**config.mk**
```make
export PLATFORM = sky130hd
export DESIGN_NAME = tkhs_cell
export DESIGN_NICKNAME = d
export VERILOG_FILES = /design/src/design/tkhs_pkg.sv /design/src/design/tkhs_cell.sv
export SDC_FILE = /design/constraint.sdc
export NUM_CORES = 1
export LEC_CHECK = 0
export BUFFER_PORTS_ARGS = -buffer_cell sky130_fd_sc_hd__buf_2
export CELL_PAD_IN_SITES_DETAIL_PLACEMENT = 0
export CELL_PAD_IN_SITES_GLOBAL_PLACEMENT = 2
export CORE_MARGIN = 2
export CORE_UTILIZATION = 27
export CTS_CLUSTER_SIZE = 40
export DETAILED_ROUTE_END_ITERATION = 8
export HOLD_SLACK_MARGIN = 0.15
export PLACE_DENSITY_LB_ADDON = 0.1
export SLEW_MARGIN = 10
export SYNTH_ARGS = -nofsm -noshare
export SYNTH_HDL_FRONTEND = slang
export SYNTH_SLANG_ARGS = --single-unit
```
**constraint.sdc**
```tcl
create_clock -name clk -period 8.1 [get_ports clk]
set_input_delay 0.405 -clock clk [delete_from_list [all_inputs] [get_ports clk]]
set_output_delay 0.405 -clock clk [all_outputs]
set_load 0.05 [all_outputs]
```
**src/design/tkhs_pkg.sv**
```systemverilog
`default_nettype none

package tkhs_pkg;

    // Field widths of one item.
    localparam int IDX_W  = 32;
    localparam int WGT_W  = 32;
    localparam int KEY_W  = WGT_W + IDX_W;
    localparam int KLIM_W = 7;

    // Default capacity and register reset value.
    localparam int              MAX_RECORDS_DEF = 64;
    localparam logic [KLIM_W-1:0] KLIM_RESET    = 7'd64;

    // Input opcodes.
    localparam logic OPC_OFFER = 1'b0;
    localparam logic OPC_DRAIN = 1'b1;

    // Cell operations broadcast along the chain.
    localparam logic [1:0] CELL_HOLD    = 2'd0;
    localparam logic [1:0] CELL_APPEND  = 2'd1;
    localparam logic [1:0] CELL_REPLACE = 2'd2;
    localparam logic [1:0] CELL_SHIFT   = 2'd3;

    // Sort key: weight in the upper half, index in the lower half.
    typedef logic [KEY_W-1:0] key_t;

    // Per-cell control from the sequencer.
    typedef struct packed {
        logic [1:0] op;
        logic       live;
        logic       reach;
        logic       first;
    } cell_ctrl_t;

endpackage

`default_nettype wire

```
**src/design/tkhs_cell.sv**
```systemverilog
`default_nettype none

module tkhs_cell
    import tkhs_pkg::*;
(
    input  wire logic       clk,
    input  wire cell_ctrl_t ctrl,
    input  wire key_t       new_key,
    input  wire key_t       below_key,
    input  wire logic       below_lt,
    input  wire key_t       above_key,
    input  wire logic       above_lt,
    output key_t            key,
    output logic            lt
);

    key_t key_reg;
    key_t key_next;

    // A held record lighter than the offered key; these form a prefix of the chain.
    assign lt  = ctrl.live && (key_reg < new_key);
    assign key = key_reg;

    // Hold, sorted insert, replace-the-minimum and shift toward the heavy end.
    always_comb
    begin
        key_next = key_reg;
        unique case (ctrl.op)
            CELL_HOLD:
            begin
                key_next = key_reg;
            end
            CELL_APPEND:
            begin
                if (ctrl.reach && !lt)
                begin
                    key_next = below_lt ? new_key : below_key;
                end
            end
            CELL_REPLACE:
            begin
                if (above_lt)
                begin
                    key_next = above_key;
                end
                else if (lt || ctrl.first)
                begin
                    key_next = new_key;
                end
            end
            CELL_SHIFT:
            begin
                key_next = below_key;
            end
        endcase
    end

    always_ff @(posedge clk)
    begin
        key_reg <= key_next;
    end

endmodule

`default_nettype wire

```
==> out/qor_table.md <==
| Group | Result | Value |
|:---|:---|:---|
| status | Outcome | finished, final reports clean |
| timing | Final worst path period need | 3820 ps |
| clocking | Clock net sink count | 64 |
| clocking | Buffer cell driving the clock tree root | clkbuf_16 |
| drt | Routed length per instance | 16.3 microns |
| global route | Initial antenna violation count | 4 |
| place | DP Area | 0.00621 sq mm |
| yosys | Sequential area share after synthesis | 0.413 |
| timing | Worst-case setup margin in the final layout | 4280 ps |
| run | Max-cap violations | 0 |
| global route | Number of global-route vias before repair | 4598 |
| timing | Endpoints failing hold | 0 |
| yosys | Top-area cell type share of the netlist area | 0.413 |
| global route | Overflow after GRT | 0 |
| place | HPWL after DPL | 12300 microns |
| clocking | Clock Latency Late Sink | 340 ps |
| yosys | Cell types with the largest area share after synthesis | edfxtp_1 41%, ha_1 17%, a222oi_1 13% |
| yosys | Number of storage elements in the synthesis netlist | 64 |
| worst hold path | Hold path startpoint | below_key[53] |
| place | Setup slack after placement | 4050 ps |
| timing | Setup TNS after final layout | 0 ps |
| yosys | Net Count, Synth | 717 |
| finish | Most frequent standard cell in the layout excluding fill and tap cells | buf_2 |
| finish | Post-route core utilization | 0.387 |
| worst setup path | Critical Path Start Type | flip-flop |
| timing | Post-Route Skew | 6.63 ps |
| drt | Number of vias per cell after detailed routing | 4.82 |
| timing | Setup repair after global routing missed its margin | false |
| drt | Final WL | 15300 microns |
| place | Routability-driven placement congestion ratio | 0.750 |
| floorplanning | Die span in y | 135 microns |
| clocking | Clock tree buffer depth | 2 |
| worst setup path | Capturing point of the worst reg2reg path | key[12] |
| worst setup path | Crit-path max FO | 44 |
| global route | Gr usage total | 0.163 |
| worst setup path | Number of cells on the worst reg-to-reg path | 9 |
| worst setup path | Critical path required time | 8070 ps |
| global route | First-pass GRT wire length | 23000 microns |
| timing | Final setup fails | 0 |
| pwr | Total power per unit cell area | 203 mW/mm^2 |
| floorplanning | Cell row count | 47 |
| clocking | TritonCTS clock tree | done |
| yosys | Instance count of the mapped netlist | 454 |
| finish | Leading cell types in the layout, fill and taps excluded | 264 x buf_2, 126 x inv_1, 64 x edfxtp_1, 63 x ha_1, 61 x a222oi_1 |
| worst hold path | WHS Endpoint | key[53] |
| clocking | Hold Buf Count CTS | 0 |
| yosys | Syn Std Cell Area | 0.00465 sq mm |
| worst setup path | Worst reg2reg setup slack | 4280 ps |
| finish | Fill cells | 1774 |
| worst hold path | Min-delay worst type | in -> reg |
| timing | Slew at the pin closest to its max-slew limit | 848 ps |
| finish | Non-filler cells, final | 939 |
| worst setup path | Arrival time at the worst endpoint | 3790 ps |
| finish | Area overhead of the layout relative to synthesis | 39.2% |
| drt | Via count | 4523 |
| pwr | Total power after layout | 1.32 mW |
| floorplanning | Effective utilization at floorplan | 0.278 |
| yosys | Number of warnings reported in the yosys synthesis log | 0 |
| yosys | Mean cell area of the mapped netlist | 10.2 sq um |
| timing | Period utilisation layout | 0.472 |
| worst setup path | Reg-to-Reg Start | key[62] |
| place | IO buf count | 264 |
| floorplanning | Total core area | 0.0167 sq mm |
| worst setup path | Setup Crit Path Kind | reg -> reg |
| yosys | Cell taking the most area after synthesis | edfxtp_1 |
| worst setup path | Type of destination of the critical path | flip-flop |
| pwr | Leakage | 3.56 nW |
| clocking | CTS H-Tree Depth | 3 |
| floorplanning | Die Width | 135 microns |
| timing | WHS | 355 ps |
| timing | Pins over their slew limit | 0 |
| place | Number of placed cells counting well taps | 920 |
| floorplanning | Number of placed I/O pins | 265 |
| timing | Max Clk Rate | 262 MHz |
| timing | Tightest slew margin relative to the limit | 0.433 |
| yosys | Synth unique cells | 40 |
| clocking | Post-CTS Setup Repair Bufs | 0 |
| finish | Flip-flop count of the largest register, all copies and words added | 64 |
| drt | Antenna-violating nets left | 0 |
| finish | Share of post-route cells with drive strength above 1 | 0.404 |
| clocking | Clock-pin slew on the worst setup and hold paths | 50 ps |
| floorplanning | Overall die area | 0.0183 sq mm |
| clocking | Post_cts resized | 0 |
| finish | Design Area, Final | 0.00647 sq mm |
| worst hold path | Cells on Worst Hold Path | 3 |
| drt | Number of remaining DRC errors | 0 |
| clocking | TritonCTS Buffers | 9 |
| pwr | Worst vdd ir | 0.0881 mV |
| drt | Drt initial violations | 280 |
| global route | Largest net degree at the start of global routing | 45 |
| drt | TritonRoute pass-1 iters | 6 |
| finish | Final net count | 974 |
==> critical path, stage by stage, from the launching register on <==
cell and delay (ps):
edfxtp_1 410, ha_1 320, nand3_1 100, or4_4 580
and4bb_1 310, o211a_1 150, a22oi_1 80, and2_4 230
o211ai_4 630, buf_4 640
==> synth_stat cells, drive strengths merged <==
| library cell | n |
|---|---|
| inv | 126 |
| edfxtp | 64 |
| ha | 63 |
| a222oi | 61 |
| clkbuf | 22 |
| a21oi | 20 |
| nand2 | 19 |
| o21ai | 11 |
| nor2 | 9 |
| a21o | 8 |
| nand4 | 7 |
| nand3 | 5 |
| a221o | 3 |
| a221oi | 3 |
| a22o | 3 |
| mux2i | 3 |
| o211ai | 3 |
| a211oi | 2 |
| a22oi | 2 |
| and4 | 2 |
| nand2b | 2 |
| nor4 | 2 |
| a2111o | 1 |
| a311oi | 1 |
| and2 | 1 |
| and2b | 1 |
| and3b | 1 |
| and4bb | 1 |
| mux2 | 1 |
| o211a | 1 |
| o21bai | 1 |
| o22ai | 1 |
| o31ai | 1 |
| o41ai | 1 |
| or2 | 1 |
| or4 | 1 |
==> worst max-delay path by stage <==
stage                         end        start  slack [ps]  depth (start not counted)
after CTS                  key[4]      key[62]        4170                          9
after detailed placement  key[23]  new_key[63]        4050                         11
after floorplan            key[0]      key[63]        3580                          8
after global routing       key[4]      key[62]        3990                          9
after global placement    key[18]  new_key[63]        4150                         11
final                     key[12]      key[62]        4280                          9
==> routing by layer <==
metal	wire, microns	global-route usage
met1	6130	0.189
met4	275	0.0527
met5	0	0
met2	7590	0.292
met3	1280	0.0441
==> logic make-up (layout without fill, tap and decap cells) <==
family          count (synthesis)  in the layout  share of synthesized area
compound gates                123            123                      0.222
fa+ha+maj                      63             63                      0.170
buf+inv                       148            409                      0.120
flops                          64             64                      0.413
mux                             4              4                    0.00888
other cells                     0              4                          0
simple gates                   52             52                     0.0665
==> where the power goes <==
group / internal, mW / leakage [nW] / switching (mW) / total (mW)
sequential: 0.434 / 0.654 / 0.0278 / 0.462
clock: 0.203 / 0.119 / 0.134 / 0.338
combinational: 0.159 / 2.78 / 0.357 / 0.517
==> area by class of cell <==
class	instances	area [sq um]	area share
tap	220	275	0.0425
clock inverter	2	7.51	0.00116
timing repair buffer	268	1350	0.209
antenna	4	10.0	0.00155
inverter	126	473	0.0731
clock buffer	13	240	0.0371
sequential	64	1920	0.297
multi-input combinational	242	2190	0.339
Note: power is estimated with default switching activity, not from simulation.
